--- src/hw/rtl/bc1_bc2_bc3_block_decoder_assert.svh ---
// Assertion helpers shared by the block decoder RTL.
// Every check samples on the rising edge of clock and is off while reset is high.
`ifndef BC1_BC2_BC3_BLOCK_DECODER_ASSERT_SVH
`define BC1_BC2_BC3_BLOCK_DECODER_ASSERT_SVH
`ifndef NO_ASSERTIONS
`define BCD_ASSERT_IMPLY(lbl, ante, cons, msg) \
   lbl: assert property (@(posedge clock) disable iff (reset) (ante) |-> (cons)) \
      else $error(msg);
`define BCD_ASSERT_NEVER(lbl, expr, msg) \
   lbl: assert property (@(posedge clock) disable iff (reset) !(expr)) \
      else $error(msg);
`else
`define BCD_ASSERT_IMPLY(lbl, ante, cons, msg)
`define BCD_ASSERT_NEVER(lbl, expr, msg)
`endif
`endif

--- src/hw/rtl/bcd_pkg.sv ---
package bcd_pkg;

   localparam int BLOCK_POS_W                = 12;   // block column/row kept in outputs
   localparam int CSR_DATA_W                 = 13;
   localparam int QUEUE_DEPTH                = 2;    // power of two
   localparam int MAX_WIDTH_BLOCKS_DEFAULT   = 4096;

   // block format codes; code 3 decodes as BC3
   localparam logic [1:0] FMT_BC1 = 2'd0;
   localparam logic [1:0] FMT_BC2 = 2'd1;
   localparam logic [1:0] FMT_BC3 = 2'd2;

   typedef enum logic [0:0] {
      CSR_BLOCK_FORMAT    = 1'b0,
      CSR_WIDTH_IN_BLOCKS = 1'b1
   } bcd_csr_type;

   typedef struct packed {
      logic [63:0] color_block;
      logic [63:0] alpha_block;
      logic        start_of_image;
   } bcd_req_type;

   typedef struct packed {
      logic [7:0]  red;
      logic [7:0]  green;
      logic [7:0]  blue;
      logic [7:0]  alpha;
      logic [13:0] pixel_x;
      logic [13:0] pixel_y;
      logic        last_of_block;
   } bcd_rsp_type;

   // one classified block, ready for pixel expansion
   typedef struct packed {
      logic [1:0]             fmt;
      logic [3:0][4:0]        pal_r;
      logic [3:0][5:0]        pal_g;
      logic [3:0][4:0]        pal_b;
      logic [15:0][1:0]       cidx;
      logic [63:0]            abits;
      logic [7:0][7:0]        apal;
      logic [BLOCK_POS_W-1:0] col;
      logic [BLOCK_POS_W-1:0] row;
   } bcd_entry_type;

   typedef struct packed {
      logic full;
      logic not_empty;
   } bcd_qstat_type;

endpackage

--- src/hw/rtl/bc1_bc2_bc3_block_decoder.sv ---
// Channel  Ports                          Direction  Moves
// req      req_valid/req_ready/req_data   in         one compressed 4x4 block
// rsp      rsp_valid/rsp_ready/rsp_data   out        one RGBA8 pixel with x,y
// csr      csr_we/csr_index/csr_wdata     in         register write, no wait
//
// Each block yields 16 rsp transactions, one per cycle while rsp_ready holds;
// the pixel output register in the back end sets the rate.
// First pixel is valid after capture, palette build into the queue, and the output load.
// Reset (synchronous) clears position to column 0 row 0, format BC1, width 1.
// Two-deep block queue lets req keep flowing while rsp is stalled, until it fills.
`include "bc1_bc2_bc3_block_decoder_assert.svh"

module bc1_bc2_bc3_block_decoder #(
   parameter int MAX_WIDTH_BLOCKS = bcd_pkg::MAX_WIDTH_BLOCKS_DEFAULT
) (
   input  logic                              clock,
   input  logic                              reset,
   // block input
   input  logic                              req_valid,
   output logic                              req_ready,
   input  bcd_pkg::bcd_req_type              req_data,
   // pixel output
   output logic                              rsp_valid,
   input  logic                              rsp_ready,
   output bcd_pkg::bcd_rsp_type              rsp_data,
   // configuration writes
   input  logic                              csr_we,
   input  bcd_pkg::bcd_csr_type              csr_index,
   input  logic [bcd_pkg::CSR_DATA_W-1:0]    csr_wdata
);
   import bcd_pkg::*;

   bcd_qstat_type qstat;
   bcd_entry_type entry;
   bcd_entry_type head;
   logic          push;
   logic          pop;

   // Front: config regs, block position, palette build.
   bcd_front #(
      .MAX_WIDTH_BLOCKS (MAX_WIDTH_BLOCKS)
   ) u_front (
      .clock     (clock),
      .reset     (reset),
      .req_valid (req_valid),
      .req_ready (req_ready),
      .req_data  (req_data),
      .csr_we    (csr_we),
      .csr_index (csr_index),
      .csr_wdata (csr_wdata),
      .qstat     (qstat),
      .push      (push),
      .entry     (entry)
   );

   // Decouples block classification from pixel emission.
   bcd_queue u_queue (
      .clock    (clock),
      .reset    (reset),
      .push     (push),
      .entry_in (entry),
      .pop      (pop),
      .qstat    (qstat),
      .head     (head)
   );

   // Back: walks the 16 pixels of the head block, one per transaction.
   bcd_back u_back (
      .clock     (clock),
      .reset     (reset),
      .qstat     (qstat),
      .head      (head),
      .pop       (pop),
      .rsp_valid (rsp_valid),
      .rsp_ready (rsp_ready),
      .rsp_data  (rsp_data)
   );

endmodule

--- src/hw/rtl/bcd_queue.sv ---
`include "bc1_bc2_bc3_block_decoder_assert.svh"

module bcd_queue (
   input  logic                    clock,
   input  logic                    reset,
   input  logic                    push,
   input  bcd_pkg::bcd_entry_type  entry_in,
   input  logic                    pop,
   output bcd_pkg::bcd_qstat_type  qstat,
   output bcd_pkg::bcd_entry_type  head
);
   import bcd_pkg::*;

   localparam int PTR_W = (QUEUE_DEPTH > 1) ? $clog2(QUEUE_DEPTH) : 1;
   localparam int CNT_W = $clog2(QUEUE_DEPTH + 1);

   bcd_entry_type    mem_ff [QUEUE_DEPTH];
   logic [PTR_W-1:0] wr_ptr_ff, wr_ptr_in;
   logic [PTR_W-1:0] rd_ptr_ff, rd_ptr_in;
   logic [CNT_W-1:0] count_ff, count_in;

   always_comb begin
      wr_ptr_in = push ? wr_ptr_ff + PTR_W'(1) : wr_ptr_ff;
      rd_ptr_in = pop  ? rd_ptr_ff + PTR_W'(1) : rd_ptr_ff;
      count_in  = count_ff;
      if (push && !pop) begin
         count_in = count_ff + CNT_W'(1);
      end else if (pop && !push) begin
         count_in = count_ff - CNT_W'(1);
      end
   end

   always_ff @(posedge clock) begin
      if (reset) begin
         wr_ptr_ff <= '0;
         rd_ptr_ff <= '0;
         count_ff  <= '0;
      end else begin
         wr_ptr_ff <= wr_ptr_in;
         rd_ptr_ff <= rd_ptr_in;
         count_ff  <= count_in;
      end
   end

   always_ff @(posedge clock) begin
      if (push) begin
         mem_ff[wr_ptr_ff] <= entry_in;
      end
   end

   assign head            = mem_ff[rd_ptr_ff];
   assign qstat.full      = (count_ff == CNT_W'(QUEUE_DEPTH));
   assign qstat.not_empty = (count_ff != '0);

   `BCD_ASSERT_NEVER(a_queue_overflow, push && qstat.full, "push into full block queue")
   `BCD_ASSERT_NEVER(a_queue_underflow, pop && !qstat.not_empty, "pop from empty block queue")

endmodule

--- src/hw/rtl/bcd_front.sv ---
`include "bc1_bc2_bc3_block_decoder_assert.svh"

module bcd_front #(
   parameter int MAX_WIDTH_BLOCKS = bcd_pkg::MAX_WIDTH_BLOCKS_DEFAULT
) (
   input  logic                              clock,
   input  logic                              reset,
   input  logic                              req_valid,
   output logic                              req_ready,
   input  bcd_pkg::bcd_req_type              req_data,
   input  logic                              csr_we,
   input  bcd_pkg::bcd_csr_type              csr_index,
   input  logic [bcd_pkg::CSR_DATA_W-1:0]    csr_wdata,
   input  bcd_pkg::bcd_qstat_type            qstat,
   output logic                              push,
   output bcd_pkg::bcd_entry_type            entry
);
   import bcd_pkg::*;

   localparam int COL_W = ($clog2(MAX_WIDTH_BLOCKS) > BLOCK_POS_W) ?
                          $clog2(MAX_WIDTH_BLOCKS) : BLOCK_POS_W;
   localparam int WID_W = COL_W + 1;

   // x/3 for x up to 126
   function automatic logic [5:0] div3(input logic [6:0] x);
      logic [15:0] p;
      p = 16'(x) * 16'd171;
      return p[14:9];
   endfunction

   // x/7 for x up to 1785
   function automatic logic [7:0] div7(input logic [10:0] x);
      logic [23:0] p;
      p = 24'(x) * 24'd4682;
      return p[22:15];
   endfunction

   // x/5 for x up to 1275
   function automatic logic [7:0] div5(input logic [10:0] x);
      logic [23:0] p;
      p = 24'(x) * 24'd6554;
      return p[22:15];
   endfunction

   // one interpolated color channel on raw endpoint bits
   function automatic logic [5:0] mix(input logic [5:0] a, input logic [5:0] b,
                                      input logic three, input logic first);
      logic [5:0] a3, b3, a23, b23;
      a3  = div3({1'b0, a});
      b3  = div3({1'b0, b});
      a23 = div3({a, 1'b0});
      b23 = div3({b, 1'b0});
      if (three) begin
         return first ? (a23 + b3) : (a3 + b23);
      end
      return (a >> 1) + (b >> 1);
   endfunction

   // config registers
   logic [1:0]            fmt_ff, fmt_in;
   logic [CSR_DATA_W-1:0] width_ff, width_in;

   // block position
   logic [COL_W-1:0]       col_ff, col_in, col_now;
   logic [BLOCK_POS_W-1:0] row_ff, row_in, row_now;
   logic [WID_W-1:0]       width_eff, col_sum;
   logic                   wrap;

   // stage 1: captured block and alpha numerators
   logic                   s1_valid_ff, s1_valid_in;
   bcd_req_type            s1_req_ff;
   logic [1:0]             s1_fmt_ff;
   logic [BLOCK_POS_W-1:0] s1_col_ff, s1_row_ff;
   logic [5:0][10:0]       s1_num_ff, num_in;
   logic                   s1_gt_ff;

   logic       accept;
   logic [7:0] a0, a1, s1_a0, s1_a1;
   logic       a_gt;

   logic [15:0] e0, e1;
   logic        three;
   logic [5:0]  r0, r1, g0, g1, b0, b1;

   always_comb begin
      fmt_in   = fmt_ff;
      width_in = width_ff;
      if (csr_we) begin
         unique case (csr_index)
            CSR_BLOCK_FORMAT:    fmt_in   = csr_wdata[1:0];
            CSR_WIDTH_IN_BLOCKS: width_in = csr_wdata;
            default:             fmt_in   = fmt_ff;
         endcase
      end
   end

   assign push        = s1_valid_ff && !qstat.full;
   assign req_ready   = !s1_valid_ff || !qstat.full;
   assign accept      = req_valid && req_ready;
   assign s1_valid_in = accept ? 1'b1 : (push ? 1'b0 : s1_valid_ff);

   always_comb begin
      if (width_ff == '0) begin
         width_eff = WID_W'(1);
      end else if (32'(width_ff) > 32'(MAX_WIDTH_BLOCKS)) begin
         width_eff = WID_W'(MAX_WIDTH_BLOCKS);
      end else begin
         width_eff = WID_W'(width_ff);
      end
      col_now = req_data.start_of_image ? '0 : col_ff;
      row_now = req_data.start_of_image ? '0 : row_ff;
      col_sum = WID_W'(col_now) + WID_W'(1);
      wrap    = (col_sum >= width_eff);
      col_in  = col_ff;
      row_in  = row_ff;
      if (accept) begin
         col_in = wrap ? '0 : col_sum[COL_W-1:0];
         row_in = wrap ? row_now + BLOCK_POS_W'(1) : row_now;
      end
   end

   // BC3 numerators; code c+2 sits in slot c
   assign a0   = req_data.alpha_block[7:0];
   assign a1   = req_data.alpha_block[15:8];
   assign a_gt = (a0 > a1);

   always_comb begin
      for (int c = 0; c < 6; c++) begin
         if (a_gt) begin
            num_in[c] = 11'(a0) * 11'(6 - c) + 11'(a1) * 11'(c + 1);
         end else if (c < 4) begin
            num_in[c] = 11'(a0) * 11'(4 - c) + 11'(a1) * 11'(c + 1);
         end else begin
            num_in[c] = '0;
         end
      end
   end

   always_ff @(posedge clock) begin
      if (reset) begin
         fmt_ff      <= FMT_BC1;
         width_ff    <= CSR_DATA_W'(1);
         col_ff      <= '0;
         row_ff      <= '0;
         s1_valid_ff <= 1'b0;
      end else begin
         fmt_ff      <= fmt_in;
         width_ff    <= width_in;
         col_ff      <= col_in;
         row_ff      <= row_in;
         s1_valid_ff <= s1_valid_in;
      end
   end

   always_ff @(posedge clock) begin
      if (accept) begin
         s1_req_ff <= req_data;
         s1_fmt_ff <= fmt_ff;
         s1_col_ff <= col_now[BLOCK_POS_W-1:0];
         s1_row_ff <= row_now;
         s1_num_ff <= num_in;
         s1_gt_ff  <= a_gt;
      end
   end

   // stage 2: palettes, straight into the queue
   assign e0    = s1_req_ff.color_block[15:0];
   assign e1    = s1_req_ff.color_block[31:16];
   assign three = (e0 > e1);
   assign r0    = {1'b0, e0[15:11]};
   assign r1    = {1'b0, e1[15:11]};
   assign g0    = e0[10:5];
   assign g1    = e1[10:5];
   assign b0    = {1'b0, e0[4:0]};
   assign b1    = {1'b0, e1[4:0]};
   assign s1_a0 = s1_req_ff.alpha_block[7:0];
   assign s1_a1 = s1_req_ff.alpha_block[15:8];

   always_comb begin
      entry.fmt   = s1_fmt_ff;
      entry.cidx  = s1_req_ff.color_block[63:32];
      entry.abits = s1_req_ff.alpha_block;
      entry.col   = s1_col_ff;
      entry.row   = s1_row_ff;

      entry.pal_r[0] = r0[4:0];
      entry.pal_r[1] = r1[4:0];
      entry.pal_g[0] = g0;
      entry.pal_g[1] = g1;
      entry.pal_b[0] = b0[4:0];
      entry.pal_b[1] = b1[4:0];
      entry.pal_r[2] = 5'(mix(r0, r1, three, 1'b1));
      entry.pal_g[2] = mix(g0, g1, three, 1'b1);
      entry.pal_b[2] = 5'(mix(b0, b1, three, 1'b1));
      // slot 3 is black in three-color mode, when three is low
      entry.pal_r[3] = three ? 5'(mix(r0, r1, 1'b1, 1'b0)) : '0;
      entry.pal_g[3] = three ? mix(g0, g1, 1'b1, 1'b0) : '0;
      entry.pal_b[3] = three ? 5'(mix(b0, b1, 1'b1, 1'b0)) : '0;

      entry.apal[0] = s1_a0;
      entry.apal[1] = s1_a1;
      for (int c = 0; c < 6; c++) begin
         if (s1_gt_ff) begin
            entry.apal[c + 2] = div7(s1_num_ff[c]);
         end else if (c < 4) begin
            entry.apal[c + 2] = div5(s1_num_ff[c]);
         end else if (c == 4) begin
            entry.apal[c + 2] = 8'h00;
         end else begin
            entry.apal[c + 2] = 8'hFF;
         end
      end
   end

   `BCD_ASSERT_NEVER(a_col_range, 32'(col_ff) >= 32'(MAX_WIDTH_BLOCKS), "block column past row limit")

endmodule

--- src/hw/rtl/bcd_back.sv ---
`include "bc1_bc2_bc3_block_decoder_assert.svh"

module bcd_back (
   input  logic                    clock,
   input  logic                    reset,
   input  bcd_pkg::bcd_qstat_type  qstat,
   input  bcd_pkg::bcd_entry_type  head,
   output logic                    pop,
   output logic                    rsp_valid,
   input  logic                    rsp_ready,
   output bcd_pkg::bcd_rsp_type    rsp_data
);
   import bcd_pkg::*;

   // v*255/31
   localparam logic [7:0] EXP5 [32] = '{
      8'd0,   8'd8,   8'd16,  8'd24,  8'd32,  8'd41,  8'd49,  8'd57,
      8'd65,  8'd74,  8'd82,  8'd90,  8'd98,  8'd106, 8'd115, 8'd123,
      8'd131, 8'd139, 8'd148, 8'd156, 8'd164, 8'd172, 8'd180, 8'd189,
      8'd197, 8'd205, 8'd213, 8'd222, 8'd230, 8'd238, 8'd246, 8'd255
   };

   // v*255/63 = 4v + v/21
   function automatic logic [7:0] expand6(input logic [5:0] v);
      logic [1:0] f;
      if (v == 6'd63) begin
         f = 2'd3;
      end else if (v >= 6'd42) begin
         f = 2'd2;
      end else if (v >= 6'd21) begin
         f = 2'd1;
      end else begin
         f = 2'd0;
      end
      return {v, 2'b00} + 8'(f);
   endfunction

   logic [3:0]       pix_ff, pix_in;
   logic             rsp_valid_ff, rsp_valid_in;
   bcd_rsp_type      rsp_data_ff, rsp_data_in, pixel;
   logic             advance, load;
   logic [1:0]       ci;
   logic [15:0][3:0] nib;
   logic [15:0][2:0] aidx;

   assign advance = !rsp_valid_ff || rsp_ready;
   assign load    = advance && qstat.not_empty;
   assign pop     = load && (pix_ff == 4'hF);

   assign nib  = head.abits;
   assign aidx = head.abits[63:16];
   assign ci   = head.cidx[pix_ff];

   always_comb begin
      pixel.red           = EXP5[head.pal_r[ci]];
      pixel.green         = expand6(head.pal_g[ci]);
      pixel.blue          = EXP5[head.pal_b[ci]];
      pixel.pixel_x       = {head.col, pix_ff[1:0]};
      pixel.pixel_y       = {head.row, pix_ff[3:2]};
      pixel.last_of_block = (pix_ff == 4'hF);
      unique case (head.fmt)
         FMT_BC1: pixel.alpha = 8'hFF;
         FMT_BC2: pixel.alpha = {nib[pix_ff], nib[pix_ff]};
         default: pixel.alpha = head.apal[aidx[pix_ff]];
      endcase
   end

   always_comb begin
      pix_in       = load ? pix_ff + 4'd1 : pix_ff;
      rsp_valid_in = load ? 1'b1 : (rsp_ready ? 1'b0 : rsp_valid_ff);
      rsp_data_in  = load ? pixel : rsp_data_ff;
   end

   always_ff @(posedge clock) begin
      if (reset) begin
         pix_ff       <= '0;
         rsp_valid_ff <= 1'b0;
      end else begin
         pix_ff       <= pix_in;
         rsp_valid_ff <= rsp_valid_in;
      end
   end

   always_ff @(posedge clock) begin
      rsp_data_ff <= rsp_data_in;
   end

   assign rsp_valid = rsp_valid_ff;
   assign rsp_data  = rsp_data_ff;

   `BCD_ASSERT_IMPLY(a_last_corner, rsp_valid_ff && rsp_data_ff.last_of_block, (rsp_data_ff.pixel_x[1:0] == 2'b11) && (rsp_data_ff.pixel_y[1:0] == 2'b11), "last pixel not at block corner")

endmodule

--- config.mk ---
export PLATFORM = sky130hd
export DESIGN_NAME = bc1_bc2_bc3_block_decoder
export DESIGN_NICKNAME = d
export VERILOG_FILES = /design/src/hw/rtl/bcd_pkg.sv /design/src/hw/rtl/bc1_bc2_bc3_block_decoder.sv /design/src/hw/rtl/bcd_queue.sv /design/src/hw/rtl/bcd_front.sv /design/src/hw/rtl/bcd_back.sv
export VERILOG_INCLUDE_DIRS = /design/src /design/src/hw/rtl
export SDC_FILE = /design/constraint.sdc
export NUM_CORES = 2
export LEC_CHECK = 0
export BUFFER_PORTS_ARGS = -buffer_cell sky130_fd_sc_hd__buf_2
export CORE_ASPECT_RATIO = 1.1
export CORE_UTILIZATION = 40
export DETAILED_ROUTE_END_ITERATION = 6
export PLACE_DENSITY = 0.54
export SETUP_SLACK_MARGIN = 0.15
export SYNTH_ARGS = -nofsm -noshare
export SYNTH_HDL_FRONTEND = slang
export SYNTH_SLANG_ARGS = --single-unit
--- constraint.sdc ---
create_clock -name clock -period 11.91 [get_ports clock]
set_clock_uncertainty 0.15 [all_clocks]
set_input_delay 0.5955 -clock clock [delete_from_list [all_inputs] [get_ports clock]]
set_output_delay 0.5955 -clock clock [all_outputs]
set_load 0.02 [all_outputs]
==> metrics.yaml <==
status: "finished, final reports clean"
slew_viol_final: 0
routabilityCongestion: 0.838
ios: 211
die_area_sq_um: 142000
netlist_area_sq_um: 56200
dr_total_vias: 35106
rows: 143
fin_crit_ps: 6570
overflow: 0
cts.sinks: 796
ir_drop_v: 0.000252
crit_fanout: 8
dp_hpwl_mm: 97.2
crit_path_end_kind: "register"
grt_pass1_wl_mm: 206
grt_pass1_vias: 36633
arrival_ps: 6850
finalCritPeriodShare_pct: 55.2
fin_nets: 6364
worst_hold_path_type: "primary input to register"
start_util_pct: 40.5
die_w_um: 359
core-area_sq_um: 139000
cts-htree-levels: 3
setup_tns_ps: 0
clk_pin_slew_ps: 60
drt-pass1-iter-count: 5
cap_viol_max_count: 0
final.fill_count: 12820
reg2reg_setup_slack_ps: 5340
crit_type: "register to register"
post-cts-setup-buffers: 0
viasPerCell: 5.07
yosysSeqAreaShare_pct: 41.7
fmax_mhz: 152
yosys_warnings: 0
async_reset_ff_share_pct: 0
netlist_instances: 4673
critPathLaunchType: "register"
p_per_area_nw_per_um2: 266
area_delta_synth_final_pct: 13.3
drive_above_1_share_pct: 10.5
insertion_delay_ps: 720
final_area_sq_um: 63700
antenna_left: 0
hold_violations: 0
synth_edf_count: 746
dpl_cell_area_sq_um: 59300
ctsResizeCount: 0
antenna_found_initial: 4
synthDistinctLibCells: 85
finalSetupViolCount: 0
cts_tree: "done"
synth_nets: 5998
drtIter0Drc: 1703
clockBufferDepth: 3
p_leak_nw: 28.2
worst_pin_slew_ps: 1060
die_h_um: 395
numPortBuffers: 210
grtUsageTotal_pct: 18.7
wirelength_mm: 131
wl_per_cell_um: 18.9
holdBufCountCts: 125
syn_area_per_cell_sq_um: 12.0
grt_max_degree: 146
relSlewSlack_pct: 29.0
synth_ff_type: "edfxtp_1"
root_buffer: "clkbuf_16"
cts_made_buffers: 91
worstPathRequired_ps: 12180
remaining_drc_errors: 0
rsz0062_at_grt: "false"
synth-seq-cells: 796
==> metrics by stage <==
stage	total power [mW]	hold slack (ps)	instances	utilization (%)	setup WS, ps
floorplan	11.5	256	4673	-	610
global placement	14.0	272	6633	42.7	5280
detailed placement	14.1	280	6633	42.7	5250
CTS	17.2	22.8	6924	45.8	5250
global route	18.8	48.7	6924	45.8	4870
finish	16.9	99.8	6929	45.8	5340
==> synth_stat cells, types with 28 or more instances <==
library cell | number | area share [%]
a21o_1 | 71 | 0.95
a21oi_1 | 222 | 2.0
and3_1 | 30 | 0.33
clkbuf_1 | 50 | 0.33
dfxtp_1 | 50 | 1.8
edfxtp_1 | 746 | 40
fa_1 | 272 | 9.7
ha_1 | 905 | 20
inv_1 | 733 | 4.9
mux2_2 | 49 | 0.98
mux2i_1 | 96 | 1.7
mux4_2 | 61 | 2.4
nand2_1 | 231 | 1.5
nand2b_1 | 28 | 0.31
nand3_1 | 68 | 0.61
nor2_1 | 226 | 1.5
nor2b_1 | 65 | 0.72
nor3_1 | 47 | 0.42
o21a_1 | 36 | 0.48
o21ai_0 | 98 | 0.87
o21bai_1 | 41 | 0.55
xnor2_1 | 133 | 2.1
xor2_1 | 89 | 1.4
==> logic make-up after synthesis <==
logic type               synth area share [%]
adder cells (fa/ha/maj)                  29.9
buffers and inverters                    5.89
AND/OR/NAND/NOR                          6.81
flip-flops                               41.7
AO/OA/AOI/OAI                            7.18
XOR/XNOR                                 3.46
multiplexers                             5.14
==> flip-flops by register name, summed over array words and instances, names as in the netlist, 2 cells and up, named ones only <==
name               flops
u_front.s1_col_ff     12
u_queue.count_ff       2
u_front.entry        126
u_back.rsp_data       61
u_front.fmt_ff         2
u_front.row_ff        12
u_back.pix_ff          4
u_front.s1_row_ff     12
u_queue.mem_ff       468
u_front.width_ff      13
u_front.s1_fmt_ff      2
u_front.col_ff        12
u_front.s1_num_ff     64
==> per-layer routing <==
metal  global-route usage, %  wire, um
met4                    5.23      2970
met5                       0        25
met3                    2.63      4610
met1                    24.7     60300
met2                    31.9     62800
==> final timing paths <==
path                                       startpoint                endpoint  cells past startpoint
worst min-delay path                     req_data[65]      u_front.entry[184]                      1
worst max register to register  u_front.s1_num_ff[14]   u_queue.mem_ff[0][54]                     20
worst min register to register     u_front.entry[126]  u_queue.mem_ff[1][126]                      0
worst max-delay path            u_front.s1_num_ff[14]   u_queue.mem_ff[0][54]                     20
==> critical path, cell delays in order (launching register included) <==
cell	delay, ps
edfxtp_1	550
inv_1	140
ha_1	360
fa_1	560
inv_1	70
fa_1	520
inv_1	50
fa_1	520
inv_1	40
ha_1	290
ha_1	310
a21o_1	160
a21o_1	170
a21oi_1	120
o21ai_0	130
a2111oi_0	920
o311ai_0	370
a21oi_1	250
xor2_1	160
o21ai_0	80
or3_1	350
==> power breakdown <==
part           leakage (nW)  internal [mW]  switching (mW)  total [mW]
registers              7.42           3.71           0.198        3.91
logic                  19.3           4.33            5.81        10.1
clock network          1.49           1.66            1.21        2.88
total                  28.2           9.70            7.22        16.9
==> layout make-up <==
class,instances,area [sq um],share of cell area [%]
antenna,5,12.5,0.0197
clock inverter,55,656,1.03
tap,1812,2270,3.56
timing repair buffer,371,2600,4.08
inverter,738,2780,4.36
multi-input combinational,3041,29500,46.4
sequential,796,23400,36.8
clock buffer,111,2420,3.81
==> layout by cell type (no fill, tap or decap), drive strengths merged, types with 23 or more instances in the layout <==
cell type	n
inv	741
clkinv	36
mux2i	96
mux2	49
and3	31
ha	905
nand2	231
buf	246
clkbuf	111
o21a	36
nor2	227
dlygate4sd3	125
a31oi	23
a21o	71
dfxtp	50
a21oi	223
nand2b	28
fa	272
mux4	61
nand4	25
nor2b	65
o21bai	41
xnor2	133
edfxtp	746
xor2	89
o21ai	102
nor3	47
nand3	71
No activity file was read; power rests on OpenSTA's default activity.
